File: src/sv/scm_pkg.sv
// Shared types, codes and constants of the spectral compressor mask unit.
`timescale 1ns / 1ps
`default_nettype none

package scm_pkg;

	localparam int unsigned VAL_W   = 24;
	localparam int unsigned ROOT_W  = 24;
	localparam int unsigned RAD_W   = 48;
	localparam int unsigned PROD_W  = 56;
	localparam int unsigned STEP_W  = 5;
	localparam logic [STEP_W-1:0] STEP_LAST = STEP_W'(ROOT_W - 1);
	localparam logic [VAL_W-1:0]  VAL_MAX   = '1;

	localparam logic [1:0] OP_GAIN_WR = 2'd0;
	localparam logic [1:0] OP_EQ_WR   = 2'd1;
	localparam logic [1:0] OP_PROCESS = 2'd2;

	localparam logic [1:0] CFG_EQ_ENABLE   = 2'd0;
	localparam logic [1:0] CFG_EQ_GLOBAL   = 2'd1;
	localparam logic [1:0] CFG_METER_DECAY = 2'd2;
	localparam logic [1:0] CFG_DELTA_DECAY = 2'd3;

	typedef struct packed {
		logic [1:0]        opcode;
		logic [10:0]       bin_index;
		logic signed [23:0] bin_real;
		logic signed [23:0] bin_imag;
		logic [23:0]       table_word;
	} in_word_t;

	typedef struct packed {
		logic [23:0] mask_gain;
		logic [23:0] peak_meter;
		logic [23:0] bin_reduction;
	} out_word_t;

	typedef enum logic [4:0] {
		DP_NONE,
		DP_CLEAR,
		DP_LOAD,
		DP_SQ_RE,
		DP_SQ_IM,
		DP_SQRT_INIT,
		DP_SQRT_STEP,
		DP_MUL_TEST,
		DP_DECIDE,
		DP_DIV_STEP,
		DP_MUL_METER,
		DP_UPD_METER,
		DP_UPD_RED,
		DP_EQ_P,
		DP_EQ_MUL,
		DP_EQ_SAT,
		DP_EMIT
	} dp_op_t;

	typedef struct packed {
		dp_op_t op;
	} scm_cmd_t;

	typedef struct packed {
		logic in_proc;
		logic step_last;
		logic need_div;
		logic eq_on;
		logic clear_done;
	} scm_sts_t;

endpackage

`default_nettype wire

File: src/sv/scm_ctrl.sv
// Controller state machine that sequences the mask unit datapath.
`timescale 1ns / 1ps
`default_nettype none

module scm_ctrl (
	input  wire               clk,
	input  wire               arst_n,
	input  wire               in_valid,
	output logic              in_stall,
	output logic              out_valid,
	input  wire               out_stall,
	input  scm_pkg::scm_sts_t sts,
	output scm_pkg::scm_cmd_t cmd
);
	import scm_pkg::*;

	typedef enum logic [3:0] {
		ST_CLEAR,
		ST_IDLE,
		ST_SQ_RE,
		ST_SQ_IM,
		ST_SQRT_INIT,
		ST_SQRT,
		ST_MUL_TEST,
		ST_DECIDE,
		ST_DIV,
		ST_MUL_METER,
		ST_UPD_METER,
		ST_UPD_RED,
		ST_EQ_P,
		ST_EQ_MUL,
		ST_EQ_SAT,
		ST_EMIT
	} state_t;

	state_t state_q;
	logic   out_free;

	assign in_stall = (state_q != ST_IDLE);
	assign out_free = !out_valid || !out_stall;

	always_comb begin
		cmd.op = DP_NONE;
		case (state_q)
			ST_CLEAR:     cmd.op = DP_CLEAR;
			ST_IDLE:      cmd.op = in_valid ? DP_LOAD : DP_NONE;
			ST_SQ_RE:     cmd.op = DP_SQ_RE;
			ST_SQ_IM:     cmd.op = DP_SQ_IM;
			ST_SQRT_INIT: cmd.op = DP_SQRT_INIT;
			ST_SQRT:      cmd.op = DP_SQRT_STEP;
			ST_MUL_TEST:  cmd.op = DP_MUL_TEST;
			ST_DECIDE:    cmd.op = DP_DECIDE;
			ST_DIV:       cmd.op = DP_DIV_STEP;
			ST_MUL_METER: cmd.op = DP_MUL_METER;
			ST_UPD_METER: cmd.op = DP_UPD_METER;
			ST_UPD_RED:   cmd.op = DP_UPD_RED;
			ST_EQ_P:      cmd.op = DP_EQ_P;
			ST_EQ_MUL:    cmd.op = DP_EQ_MUL;
			ST_EQ_SAT:    cmd.op = DP_EQ_SAT;
			ST_EMIT:      cmd.op = out_free ? DP_EMIT : DP_NONE;
			default:      cmd.op = DP_NONE;
		endcase
	end

	always_ff @(posedge clk or negedge arst_n) begin
		if (!arst_n) begin
			state_q   <= ST_CLEAR;
			out_valid <= 1'b0;
		end else begin
			if (state_q == ST_EMIT && out_free) begin
				out_valid <= 1'b1;
			end else if (!out_stall) begin
				out_valid <= 1'b0;
			end
			case (state_q)
				ST_CLEAR: begin
					if (sts.clear_done) begin
						state_q <= ST_IDLE;
					end
				end
				ST_IDLE: begin
					if (in_valid && sts.in_proc) begin
						state_q <= ST_SQ_RE;
					end
				end
				ST_SQ_RE:     state_q <= ST_SQ_IM;
				ST_SQ_IM:     state_q <= ST_SQRT_INIT;
				ST_SQRT_INIT: state_q <= ST_SQRT;
				ST_SQRT: begin
					if (sts.step_last) begin
						state_q <= ST_MUL_TEST;
					end
				end
				ST_MUL_TEST:  state_q <= ST_DECIDE;
				ST_DECIDE: begin
					state_q <= sts.need_div ? ST_DIV : ST_MUL_METER;
				end
				ST_DIV: begin
					if (sts.step_last) begin
						state_q <= ST_MUL_METER;
					end
				end
				ST_MUL_METER: state_q <= ST_UPD_METER;
				ST_UPD_METER: state_q <= ST_UPD_RED;
				ST_UPD_RED: begin
					state_q <= sts.eq_on ? ST_EQ_P : ST_EMIT;
				end
				ST_EQ_P:      state_q <= ST_EQ_MUL;
				ST_EQ_MUL:    state_q <= ST_EQ_SAT;
				ST_EQ_SAT:    state_q <= ST_EMIT;
				ST_EMIT: begin
					if (out_free) begin
						state_q <= ST_IDLE;
					end
				end
				default:      state_q <= ST_IDLE;
			endcase
		end
	end

endmodule

`default_nettype wire
File: config.mk
export PLATFORM = sky130hd
export DESIGN_NAME = scm_ctrl
export DESIGN_NICKNAME = d
export VERILOG_FILES = /design/src/sv/scm_pkg.sv /design/src/sv/scm_ctrl.sv
export SDC_FILE = /design/constraint.sdc
export NUM_CORES = 1
export LEC_CHECK = 0
export BUFFER_PORTS_ARGS = -buffer_cell sky130_fd_sc_hd__buf_2
export CORE_AREA = 2 2 39 41
export CTS_CLUSTER_SIZE = 16
export DETAILED_ROUTE_END_ITERATION = 10
export DIE_AREA = 0 0 41 43
export SLEW_MARGIN = 40
export SYNTH_ARGS = -nofsm -noshare
export SYNTH_HDL_FRONTEND = slang
export SYNTH_SLANG_ARGS = --single-unit
File: constraint.sdc
create_clock -name clk -period 4.36 [get_ports clk]
set_input_delay 0.872 -clock clk [delete_from_list [all_inputs] [get_ports clk]]
set_output_delay 0.872 -clock clk [all_outputs]
set_load 0.005 [all_outputs]
Yosys cells after proc, flatten, opt, wreduce, memory -nomap -nowiden:

Cells that the tools add are included.

* add/subtract/negate cells: 0
* $mul: 0
* div/mod/pow operators: 0
* $lt $le $gt $ge: 0
* equal/unequal tests: 22
* shifts and indexed selects: 0
* multiplexer cells: 13
* bitwise gates (word level): 0
* reductions and logical operators: 7

Operator list (number)
* 5-bit case mux with 16 select lines: 1
* 4-bit case mux with 16 select lines: 1
* 4-bit equality test, second input constant: 8
* 4-bit two-way mux: 5
* 4-bit by 3-bit equality test with 1-bit output, second input constant: 4
* 2-bit != test, second input constant: 5
* 4-bit by 2-bit equality test with 1-bit output, second input constant: 2
* 5-bit two-way mux: 1
* 5-bit AND reduction: 1
* 4-bit by 1-bit equality test with 1-bit output, second input constant: 1
* 4-bit logical NOT: 1
* 2-bit two-way mux: 2
* 4-bit by 1-bit != test with 1-bit output, second input constant: 1
* 1-bit two-way mux: 3
* 1-bit logical AND: 2
* 1-bit logical NOT: 2
* 2-bit by 1-bit != test with 1-bit output, second input constant: 1
* 1-bit logical OR: 1

* register bits: 5
* bits in latches: 0
* RAM bits: 0
* memory bits (read-only): 0
* bits of input ports: 9
* output and inout port bits: 7
* word-level logic and storage cells: 44
* memories: 0

Longest topological paths before layout:

Gate-level depths: netlist of the first run.

* depth after elaboration: 4
* mapped depth: 5
* depth with buffers taken out: 4

Worst setup path after synthesis of the first run:

Ideal clock, no wire load.

* path kind: input to output
* from: input port in_valid
* to: output port cmd[1] in the netlist's numbering
* arrival time: 1250 ps
* required time: 3488 ps
* path slack: 2238 ps
* cell stages on the path: 2
* path buffers: 0
* path through: o311ai_0 -> o21ai_0

RTL lines
* start, declared: RTL line scm_ctrl.sv:8 `input wire in_valid,`
* end, declared: RTL line scm_ctrl.sv:13 `output scm_pkg::scm_cmd_t cmd`

==> impl_summary.txt, run 1 <==
----------------------------------------------------
[Run status]
  Result of the run ... complete, no violations

[Yosys]
  Total of flip-flops plus latches after synthesis ... 5
  Count of cell types in the netlist ... 24
  Warnings from Yosys ... 0
  Number of instances in the synthesized netlist ... 42
  Register area share after synthesis ... 32.5%
  Synthesized area ... 385 µm²
  Number of nets produced by synthesis ... 51
  Mean post-synth cell area ... 9.18 µm²

[Cells and area]
  Number of antenna diodes ... 0
  Commonest cells after routing, fill and taps aside ... 15 x sky130_fd_sc_hd__buf_2, 5 x sky130_fd_sc_hd__a21oi_1, 5 x sky130_fd_sc_hd__dfrtp_1
  Sequential cell area ... 125 µm²
  Share of post-route cells with drive strength above 1 ... 36.2%
  Multi-input gate area in the final layout ... 216 µm²
  Most common library cell in the layout ignoring fill and taps ... sky130_fd_sc_hd__buf_2
  # fillers ... 153
  Layout Nets ... 68
  Area delta synth->final ... 22.1%

[STA]
  Relative slew slack ... 75.6%
  Max Clock Freq ... 0.421 GHz
  Final hold violation count ... 0
  Setup repair after global routing missed its margin ... false
  Tightest Pin Transition ... 0.366 ns
  Setup TNS Final ... 0 ns
  Final clock skew ... 0.0102 ns
  Final setup fails ... 0
  Min Tclk post-route ... 2.38 ns
  Worst hold-check slack ... 0.433 ns
  Worst Setup Slack, final ... 1.98 ns
  Part of the cycle the worst path needs ... 54.5%
  Number of max-slew violations in the final report ... 0

[Die]
  Effective utilization at floorplan ... 27.8%
  Row count ... 14
  Die area ... 1760 µm²
  # IOs ... 16
  Height of the die ... 43 µm
  Area of the core ... 1380 µm²
  Die width ... 41 µm

[Detailed routing]
  WL met3 ... 9 µm
  Number of iterations in the first detailed-routing pass ... 2
  Highest metal layer with signal wires ... met4
  Number of DRC markers after the initial detailed-route iteration ... 1
  Routed metal-1 wire length ... 338 µm
  Residual DRC ... 0
  Post-route ant nets ... 0
  Mean routed wirelength per cell ... 11.4 µm
  Overall via count from detail_route ... 368
  Met2 layer wire length in the routed design ... 477 µm
  Wire length reported by the detailed router ... 845 µm
  Via density per instance ... 4.97

[CTS]
  Clock-pin slew on the worst setup and hold paths ... 0.05 ns
  Clock H-tree levels ... 1
  Worst-Skew Late Latency ... 0.24 ns
  Library cell used as clock root buffer ... sky130_fd_sc_hd__clkbuf_4
  Cts repair resizes ... 0
  Clock Sink Count ... 5
  Post-CTS repair timing setup buffer count ... 0
  Hold buffer count at CTS ... 0
  CTS tree ... done
  Largest buffer count on any clock path ... 2
  Number of CTS-inserted buffers ... 3

[Placed design]
  Count of port buffers added during placement ... 15
  Final Wtd Congestion ... 0.666
  Half-perimeter wire length after placement ... 611 µm
  Post-Place Setup Slack ... 2.00 ns

[Setup path]
  Max Fanout on Critical Path ... 2
  Endpoint type of the worst setup path ... output port
  Slowest stage cell on the critical path ... sky130_fd_sc_hd__o311ai_0
  Type of the worst setup path ... in2out
  Register-to-Register Path Depth ... 4
  Family with the most delay on the worst path ... compound AO/OA/AOI/OAI gates
  Kind of start point of the critical path ... input port
  Number of logic stages on the critical path including buffering ... 4
  Required time of the worst setup path ... 3.49 ns
  Worst path bufs/invs ... 2
  CP Data Arrival Time ... 1.50 ns
  Ordered cell list for the critical path ... buf_2 > o311ai_0 > o21ai_0 > buf_2
  Delay of the slowest cell on the worst path ... 0.26 ns
  Most repeated library cell on the critical path ... sky130_fd_sc_hd__buf_2

[Global routing]
  Largest net degree at the start of global routing ... 15
  Wire length of the first global-routing pass ... 1350 µm
  Congestion Overflow GR ... 0
  Via count of the first global-routing pass ... 362
  Initial antenna violation count ... 0
  All-Layer GR Usage ... 11.3%

[Hold path]
  Worst Hold Class ... in2async

[Pwr]
  Reported leakage power ... 0.000234 µW
  Largest voltage drop on the vdd net ... 0.198 mV
  Power per cell area ... 769 nW/µm²

[Job]
  Max-cap violations ... 0

----------------------------------------------------
final cells by class:
cell class                 instances  share of cell area, %
sequential                         5                   26.6
inverter                           2                   1.60
clock buffer                       4                   5.59
timing repair buffer              15                   16.0
tap                               16                   4.26
multi-input combinational         32                   46.0
cell usage after synthesis:
| cell type | number | share of area, % |
|---|---|---|
| sky130_fd_sc_hd__mux2_4 | 1 | 3.9 |
| sky130_fd_sc_hd__nor2_1 | 4 | 3.9 |
| sky130_fd_sc_hd__nand3b_1 | 1 | 1.9 |
| sky130_fd_sc_hd__xor2_1 | 1 | 2.3 |
| sky130_fd_sc_hd__clkbuf_8 | 1 | 3.6 |
| sky130_fd_sc_hd__a21oi_2 | 1 | 2.3 |
| sky130_fd_sc_hd__o211ai_1 | 1 | 1.9 |
| sky130_fd_sc_hd__o31ai_1 | 1 | 1.9 |
| sky130_fd_sc_hd__and3_1 | 1 | 1.6 |
| sky130_fd_sc_hd__and3b_1 | 1 | 2.3 |
| sky130_fd_sc_hd__nand4_1 | 2 | 3.2 |
| sky130_fd_sc_hd__dfrtp_1 | 5 | 32 |
| sky130_fd_sc_hd__inv_1 | 2 | 1.9 |
| sky130_fd_sc_hd__nand2_1 | 4 | 3.9 |
| sky130_fd_sc_hd__nand2b_1 | 2 | 3.2 |
| sky130_fd_sc_hd__nand3_1 | 1 | 1.3 |
| sky130_fd_sc_hd__buf_6 | 2 | 5.8 |
| sky130_fd_sc_hd__nor2b_1 | 1 | 1.6 |
| sky130_fd_sc_hd__o311ai_0 | 1 | 2.3 |
| sky130_fd_sc_hd__o21ai_0 | 1 | 1.3 |
| sky130_fd_sc_hd__or2_1 | 1 | 1.6 |
| sky130_fd_sc_hd__o311ai_4 | 1 | 6.8 |
| sky130_fd_sc_hd__a21oi_1 | 5 | 6.5 |
| sky130_fd_sc_hd__xnor2_1 | 1 | 2.3 |
flip-flops by register name, summed over array words and instances, names as in the netlist:
signal,cells
out_valid,1
state_q,4
power by group:
part	internal, µW	switching [µW]	total [µW]
combinational	99.4	81.9	181
sequential	70.7	56.8	128
clock	34.6	18.5	53.1
worst paths after layout:
path,from,endpoint,slack (ns)
worst max-delay path,in_valid,cmd[1],1.98
worst min-delay path,arst_n,state_q[3],0.43
worst max register to register,state_q[0],state_q[0],2.82
worst min register to register,out_valid,out_valid,0.56
max in group asynchronous,arst_n,state_q[0],3.79
min in group clk,out_valid,out_valid,0.56
routing by layer:
layer  track usage [%]  vias to the layer above
met1              13.1                      181
met4              8.00                        0
li1                  -                      180
met5                 0                        -
met3              1.57                        2
met2              17.8                        5
kinds of logic after synthesis:
logic type,share of synthesized area (%)
mux,3.89
xor+xnor,4.55
compound gates,23.1
buf+inv,11.4
flops,32.5
simple gates,24.7
metrics by stage:
stage	cell area (µm²)	utilization, %	total power [µW]	cells
2_1_floorplan	385	-	272	42
3_3_place_gp	444	32.1	307	70
3_5_place_dp	444	32.1	308	70
4_1_cts	470	34.0	365	74
5_1_grt	470	34.0	397	74
6_report	470	34.0	362	74
worst register-to-register path, stage by stage, from the launching register on:
cell and delay (ns):
sky130_fd_sc_hd__dfrtp_1 0.55, sky130_fd_sc_hd__and3b_1 0.23, sky130_fd_sc_hd__a21oi_2 0.05, sky130_fd_sc_hd__o311ai_4 0.27, sky130_fd_sc_hd__mux2_4 0.33
Power figures use the tool's default switching activity.
==> run 2, diff against run 1 <==
- ABC_AREA: unset -> 1
- clock period: 4.36 -> 2.28 ns (I/O delays scaled with it)
==> impl_summary.txt, run 2 <==
----------------------------------------------------
[Run status]
  Result of the run ... complete, no violations (unchanged)

[Die]
  Effective utilization at floorplan ... 31.1% (was 27.8%)
  Die width ... 41 µm (unchanged)
  # IOs ... 16 (unchanged)
  Height of the die ... 43 µm (unchanged)
  Row count ... 14 (unchanged)
  Area of the core ... 1380 µm² (unchanged)
  Die area ... 1760 µm² (unchanged)

[Setup path]
  Required time of the worst setup path ... 1.82 ns (was 3.49 ns)
  Type of the worst setup path ... reg2out (was in2out)
  Kind of start point of the critical path ... register (was input port)
  CP Data Arrival Time ... 1.41 ns (was 1.50 ns)
  Max Fanout on Critical Path ... 6 (was 2)
  Endpoint type of the worst setup path ... output port (unchanged)

[Global routing]
  Congestion Overflow GR ... 0 (unchanged)
  Wire length of the first global-routing pass ... 1620 µm (was 1350 µm)
  Initial antenna violation count ... 0 (unchanged)
  All-Layer GR Usage ... 13.8% (was 11.3%)
  Largest net degree at the start of global routing ... 7 (was 15)
  Via count of the first global-routing pass ... 424 (was 362)

[CTS]
  Post-CTS repair timing setup buffer count ... 0 (unchanged)
  Clock-pin slew on the worst setup and hold paths ... 0.04 ns (was 0.05 ns)
  Worst-Skew Late Latency ... 0.24 ns (about the same)
  Number of CTS-inserted buffers ... 3 (unchanged)
  Cts repair resizes ... 0 (unchanged)
  Clock H-tree levels ... 1 (unchanged)
  Clock Sink Count ... 5 (unchanged)
  Hold buffer count at CTS ... 0 (unchanged)
  CTS tree ... done (unchanged)
  Library cell used as clock root buffer ... sky130_fd_sc_hd__clkbuf_4 (unchanged)
  Largest buffer count on any clock path ... 2 (unchanged)

[Cells and area]
  Number of antenna diodes ... 0 (unchanged)
  Top register by number of flip-flops ... state_q (unchanged)
  Share of post-route cells with drive strength above 1 ... 34.1% (was 36.2%)
  # fillers ... 162 (was 153)
  Layout Nets ... 101 (was 68)
  Flip-flop count of the largest register, all copies and words added ... 4 (unchanged)
  Core Util, Final ... 39.9% (was 34.0%)
  Most common library cell in the layout ignoring fill and taps ... sky130_fd_sc_hd__nand2_1 (was sky130_fd_sc_hd__buf_2)
  Largest registers ... state_q (4), out_valid (1) (unchanged)
  Commonest cells after routing, fill and taps aside ... 28 x sky130_fd_sc_hd__nand2_1, 15 x sky130_fd_sc_hd__buf_2, 10 x sky130_fd_sc_hd__inv_1 (was 15 x sky130_fd_sc_hd__buf_2, 5 x sky130_fd_sc_hd__a21oi_1, 5 x sky130_fd_sc_hd__dfrtp_1)
  Area delta synth->final ... 28.2% (was 22.1%)

[Yosys]
  Mean post-synth cell area ... 5.98 µm² (was 9.18 µm²)
  Commonest cells in the synthesized netlist ... 28 x sky130_fd_sc_hd__nand2_1, 10 x sky130_fd_sc_hd__inv_1, 8 x sky130_fd_sc_hd__nor2_1 (was 5 x sky130_fd_sc_hd__a21oi_1, 5 x sky130_fd_sc_hd__dfrtp_1, 4 x sky130_fd_sc_hd__nand2_1, 4 x sky130_fd_sc_hd__nor2_1)
  Top post-synthesis cells by area ... sky130_fd_sc_hd__dfrtp_1 29%, sky130_fd_sc_hd__nand2_1 24%, sky130_fd_sc_hd__inv_1 8.7% (was sky130_fd_sc_hd__dfrtp_1 32%, sky130_fd_sc_hd__o311ai_4 6.8%, sky130_fd_sc_hd__a21oi_1 6.5%)
  Share of flip-flops with an asynchronous set or reset ... 100% (unchanged)
  Synth Flop Type ... sky130_fd_sc_hd__dfrtp_1 (unchanged)
  Count of cell types in the netlist ... 16 (was 24)
  Cell taking the most area after synthesis ... sky130_fd_sc_hd__dfrtp_1 (unchanged)
  Number of instances in the synthesized netlist ... 72 (was 42)
  Number of flops mapped to enable cells by yosys ... 0 (unchanged)
  Register area share after synthesis ... 29.1% (was 32.5%)
  Synthesized area ... 430 µm² (was 385 µm²)
  Warnings from Yosys ... 0 (unchanged)
  Most frequently used cell type in the post-synthesis netlist ... sky130_fd_sc_hd__nand2_1
  Total of flip-flops plus latches after synthesis ... 5 (unchanged)
  Number of nets produced by synthesis ... 81 (was 51)
  Proportion of netlist area held by the largest area contributor ... 29.1% (was 32.5%)

[STA]
  Final setup fails ... 0 (unchanged)
  Final hold violation count ... 0 (unchanged)
  Final clock skew ... 0.00151 ns (was 0.0102 ns)
  Setup TNS Final ... 0 ns (unchanged)
  Relative slew slack ... 80.9% (was 75.6%)
  Max Clock Freq ... 0.536 GHz
  Tightest Pin Transition ... 0.286 ns (was 0.366 ns)
  Part of the cycle the worst path needs ... 81.8%
  Setup repair after global routing missed its margin ... false (unchanged)
  Min Tclk post-route ... 1.87 ns
  Number of max-slew violations in the final report ... 0 (unchanged)

[Detailed routing]
  Post-route ant nets ... 0 (unchanged)
  Overall via count from detail_route ... 480 (was 368)
  Residual DRC ... 0 (unchanged)
  Mean routed wirelength per cell ... 8.90 µm (was 11.4 µm)
  Wire length reported by the detailed router ... 952 µm (was 845 µm)
  Number of DRC markers after the initial detailed-route iteration ... 7 (was 1)
  Number of iterations in the first detailed-routing pass ... 4 (was 2)
  Via density per instance ... 4.49 (was 4.97)

[Pwr]
  Net Sw Power ... 355 µW (was 157 µW)
  Internal Dissipation ... 364 µW (was 205 µW)
  Largest voltage drop on the vdd net ... 0.468 mV (was 0.198 mV)
  Reported leakage power ... 0.000354 µW (was 0.000234 µW)
  Power per cell area ... 1300 nW/µm² (was 769 nW/µm²)
  Clock group share of total power ... 14.2% (was 14.7%)
  Sw Share ... 49.4% (was 43.5%)
  Portion of total power attributed to sequential cells ... 25.4% (was 35.2%)
  Comb power frac ... 60.4% (was 50.1%)

[Placed design]
  Final Wtd Congestion ... 0.684 (was 0.666)
  Half-perimeter wire length after placement ... 793 µm (was 611 µm)
  Count of port buffers added during placement ... 15 (unchanged)

[Job]
  Max-cap violations ... 0 (unchanged)

[Hold path]
  Worst Hold Class ... in2async (unchanged)

----------------------------------------------------
==> run 2: cell count changes after synthesis, sizes merged, moves of 4 or more <==
cell,change
nand3,+4
a21oi,-5
nand2,+27
nor2,+7
inv,+12
==> run 2: logic make-up after synthesis <==
kind of cell | Yosys count | share of synthesized area (%)
XOR/XNOR | 1 | 2.04
AO/OA/AOI/OAI | 3 | 4.07
flip-flops | 5 | 29.1
buffers and inverters | 14 | 12.2
AND/OR/NAND/NOR | 49 | 52.6
==> run 2: worst max-delay path, cell delays in order (launching register included) <==
cell and delay (ns):
sky130_fd_sc_hd__dfrtp_1 0.43, sky130_fd_sc_hd__nor2_1 0.27, sky130_fd_sc_hd__inv_1 0.09, sky130_fd_sc_hd__o31ai_1 0.20, sky130_fd_sc_hd__inv_1 0.05, sky130_fd_sc_hd__buf_2 0.12
==> run 2: cell type report <==
class | count | area, µm² | area share [%]
Clock buffer | 4 | 26.3 | 4.76
Inverter | 14 | 52.6 | 9.52
Multi-Input combinational cell | 53 | 253 | 45.8
Sequential cell | 5 | 125 | 22.7
Tap cell | 16 | 20.0 | 3.63
Timing Repair Buffer | 15 | 75.1 | 13.6
==> run 2: power by group through the flow <==
| stage | registers [µW] | clock network, µW | logic (µW) |
|---|---|---|---|
| floorplan | 172 | 0 | 320 |
| CTS | 182 | 109 | 441 |
| detailed placement | 183 | 0 | 438 |
| global placement | 180 | 0 | 441 |
| finish | 182 | 102 | 434 |
| global route | 190 | 113 | 507 |
==> run 2: metrics by stage <==
stage	setup slack, ns	hold WS [ns]	area [µm²]	power (µW)	std cells
CTS	0.397	0.0133	552	731	107
detailed placement	0.658	0.277	526	621	103
finish	0.414	0.0205	552	718	107
global route	0.292	0.0208	552	811	107
floorplan	0.819	0.160	430	492	72
global placement	0.667	0.275	526	621	103
==> run 2: metal layers <==
layer  vias to the layer above  routed length, µm  global-route usage [%]  part of all wire (%)
li1                        257                  -                       -                     -
met1                       206                406                    17.6                    43
met2                        15                469                    20.3                    49
met3                         2                 62                    3.14                   6.5
met4                         0                 13                    8.00                   1.4
met5                         -                  0                       0                     0
==> run 2: final timing paths <==
path,from,depth (start not counted),slack (ns),endpoint
min in group clk,out_stall,3,0.52,out_valid
max,state_q[2],5,0.41,cmd[1]
min reg2reg,out_valid,2,0.57,out_valid
max in group asynchronous,arst_n,1,2.13,state_q[2]
min,arst_n,1,0.02,state_q[0]
max reg2reg,state_q[0],5,0.98,state_q[1]
==> run 3, diff against run 2 <==
- clock period: 2.28 -> 1.8 ns (I/O delays scaled with it)
==> impl_summary.txt, run 3 (synthesis gave the netlist of run 2 again) <==
----------------------------------------------------
[Placed design]
  Post-Place Setup Slack ... 0.301 ns (was 0.658 ns)
  Half-perimeter wire length after placement ... 815 µm (was 793 µm)
  Final Wtd Congestion ... 0.708 (was 0.684)
  Count of port buffers added during placement ... 15 (unchanged)

[Detailed routing]
  Post-route ant nets ... 0 (unchanged)
  Met2 layer wire length in the routed design ... 464 µm (was 469 µm)
  WL met3 ... 35 µm (was 62 µm)
  Number of iterations in the first detailed-routing pass ... 3 (was 4)
  Via density per instance ... 4.28 (was 4.49)
  Number of DRC markers after the initial detailed-route iteration ... 15 (was 7)
  Wire length reported by the detailed router ... 976 µm (was 952 µm)
  Highest metal layer with signal wires ... met4 (unchanged)
  Mean routed wirelength per cell ... 8.87 µm (was 8.90 µm)
  Routed metal-1 wire length ... 453 µm (was 406 µm)
  Residual DRC ... 0 (unchanged)
  Overall via count from detail_route ... 471 (was 480)

[CTS]
  Clock Sink Count ... 5 (unchanged)
  Cts repair resizes ... 0 (unchanged)
  Worst-Skew Late Latency ... 0.24 ns (about the same)
  Library cell used as clock root buffer ... sky130_fd_sc_hd__clkbuf_4 (unchanged)
  Largest buffer count on any clock path ... 2 (unchanged)
  Clock H-tree levels ... 1 (unchanged)
  Number of CTS-inserted buffers ... 3 (unchanged)
  CTS tree ... done (unchanged)
  Clock-pin slew on the worst setup and hold paths ... 0.04 ns (about the same)

[Setup path]
  Max Fanout on Critical Path ... 4 (was 6)
  End of the worst register-to-register path ... state_q[2] (was state_q[1])
  Worst path bufs/invs ... 3 (unchanged)
  CP Data Arrival Time ... 1.36 ns (was 1.41 ns)
  Slowest stage cell on the critical path ... sky130_fd_sc_hd__dfrtp_1 (unchanged)
  Family with the most delay on the worst path ... flip-flops (unchanged)
  Required time of the worst setup path ... 1.44 ns (was 1.82 ns)
  Kind of start point of the critical path ... register (unchanged)
  Delay of the slowest cell on the worst path ... 0.40 ns (was 0.43 ns)
  Ordered cell list for the critical path ... buf_4 > nand2_2 > inv_2 > nand2_1 > xor2_1 > buf_2 (was nor2_1 > inv_1 > o31ai_1 > inv_1 > buf_2)
  Internal reg-to-reg setup slack ... 0.51 ns (was 0.98 ns)
  Type of the worst setup path ... reg2out (unchanged)
  Endpoint type of the worst setup path ... output port (unchanged)
  Register-to-Register Path Depth ... 9 (was 5)
  Launching point of the worst reg2reg path ... state_q[3] (was state_q[0])

[Hold path]
  Endpoint, Worst Hold ... out_valid
  Startpoint of the lowest-slack hold path ... out_stall
  Worst Hold Path Cells ... 3
  Worst Hold Class ... in2reg (was in2async)

[Cells and area]
  Largest registers ... state_q (4), out_valid (1) (unchanged)
  Layout Nets ... 104 (was 101)
  Flip-flop count of the largest register, all copies and words added ... 4 (unchanged)
  Share of post-route cells with drive strength above 1 ... 35.1% (was 34.1%)
  Number of antenna diodes ... 0 (unchanged)
  Most common library cell in the layout ignoring fill and taps ... sky130_fd_sc_hd__nand2_1 (unchanged)
  Area delta synth->final ... 34.0% (was 28.2%)
  Commonest cells after routing, fill and taps aside ... 28 x sky130_fd_sc_hd__nand2_1, 15 x sky130_fd_sc_hd__buf_2, 10 x sky130_fd_sc_hd__inv_1 (unchanged)
  Top register by number of flip-flops ... state_q (unchanged)

[Pwr]
  Reported leakage power ... 0.000368 µW (was 0.000354 µW)
  Power per cell area ... 1650 nW/µm² (was 1300 nW/µm²)
  Largest voltage drop on the vdd net ... 0.546 mV (was 0.468 mV)

[Global routing]
  Largest net degree at the start of global routing ... 7 (unchanged)
  Wire length of the first global-routing pass ... 1630 µm (was 1620 µm)
  Congestion Overflow GR ... 0 (unchanged)
  All-Layer GR Usage ... 13.7% (was 13.8%)
  Initial antenna violation count ... 0 (unchanged)
  Via count of the first global-routing pass ... 406 (was 424)

[Die]
  Die area ... 1760 µm² (unchanged)
  Row count ... 14 (unchanged)
  # IOs ... 16 (unchanged)
  Area of the core ... 1380 µm² (unchanged)
  Die width ... 41 µm (unchanged)
  Height of the die ... 43 µm (unchanged)
  Effective utilization at floorplan ... 31.1% (unchanged)

[STA]
  Max Clock Freq ... 0.581 GHz
  Relative slew slack ... 84.7% (was 80.9%)
  Setup TNS Final ... 0 ns (unchanged)
  Worst Setup Slack, final ... 0.0795 ns (was 0.414 ns)
  Final setup fails ... 0 (unchanged)
  Final clock skew ... 0.00293 ns (was 0.00151 ns)
  Min Tclk post-route ... 1.72 ns
  Tightest Pin Transition ... 0.229 ns (was 0.286 ns)
  Final hold violation count ... 0 (unchanged)
  Setup repair after global routing missed its margin ... false (unchanged)
  Number of max-slew violations in the final report ... 0 (unchanged)
  Part of the cycle the worst path needs ... 95.6%

[Run status]
  Result of the run ... complete, no violations (unchanged)

[Job]
  Max-cap violations ... 0 (unchanged)

----------------------------------------------------
## run 3: worst max-delay path by stage
stage | from | endpoint | slack (ns) | cells past startpoint
global placement | state_q[0] | cmd[1] | 0.33 | 6
global route | state_q[0] | cmd[3] | 0.01 | 6
CTS | state_q[0] | cmd[1] | 0.04 | 6
detailed placement | state_q[0] | cmd[1] | 0.30 | 6
floorplan | state_q[0] | cmd[1] | 0.43 | 5
finish | state_q[0] | cmd[3] | 0.08 | 6
## run 3: routing by layer
layer / global-route usage (%) / vias to the layer above
met4: 8.00 / 0
met1: 17.0 / 199
met5: 0 / -
met3: 3.14 / 3
met2: 20.6 / 10
li1: - / 259
## run 3: repair_timing
action | CTS | global route
hold buffers | 1 | 0
setup endpoints to repair | 0 | 1
buffers inserted | 0 | 1
hold endpoints to repair | 5 | 0
## run 3: report_power, final
group	total, µW	switching (µW)	internal (µW)
combinational	597	351	246
clock	128	44.1	83.7
sequential	227	65.5	161
total	952	461	491
## run 3: final cells by class
cell class	instances	area, µm²
repair buffers	18	100
fillers	166	807
clock buffers	4	26.3
multi-input cells	53	253
well taps	16	20.0
flip-flops and latches	5	125
inverters	14	52.6
## run 3: worst min-delay path, stage by stage
cell	delay, ns
sky130_fd_sc_hd__buf_2	0.08
sky130_fd_sc_hd__nand2_1	0.10
sky130_fd_sc_hd__nand2_1	0.09
## run 3: metrics by stage
step	total power (µW)	util [%]	cells	hold slack, ns	cell area (µm²)
after floorplan	623	-	72	0.0644	430
after global placement	805	38.5	104	0.177	533
after detailed placement	815	38.5	104	0.180	533
after CTS	955	41.1	109	0.424	569
after global routing	1060	41.7	110	0.451	577
final	952	41.7	110	0.424	577
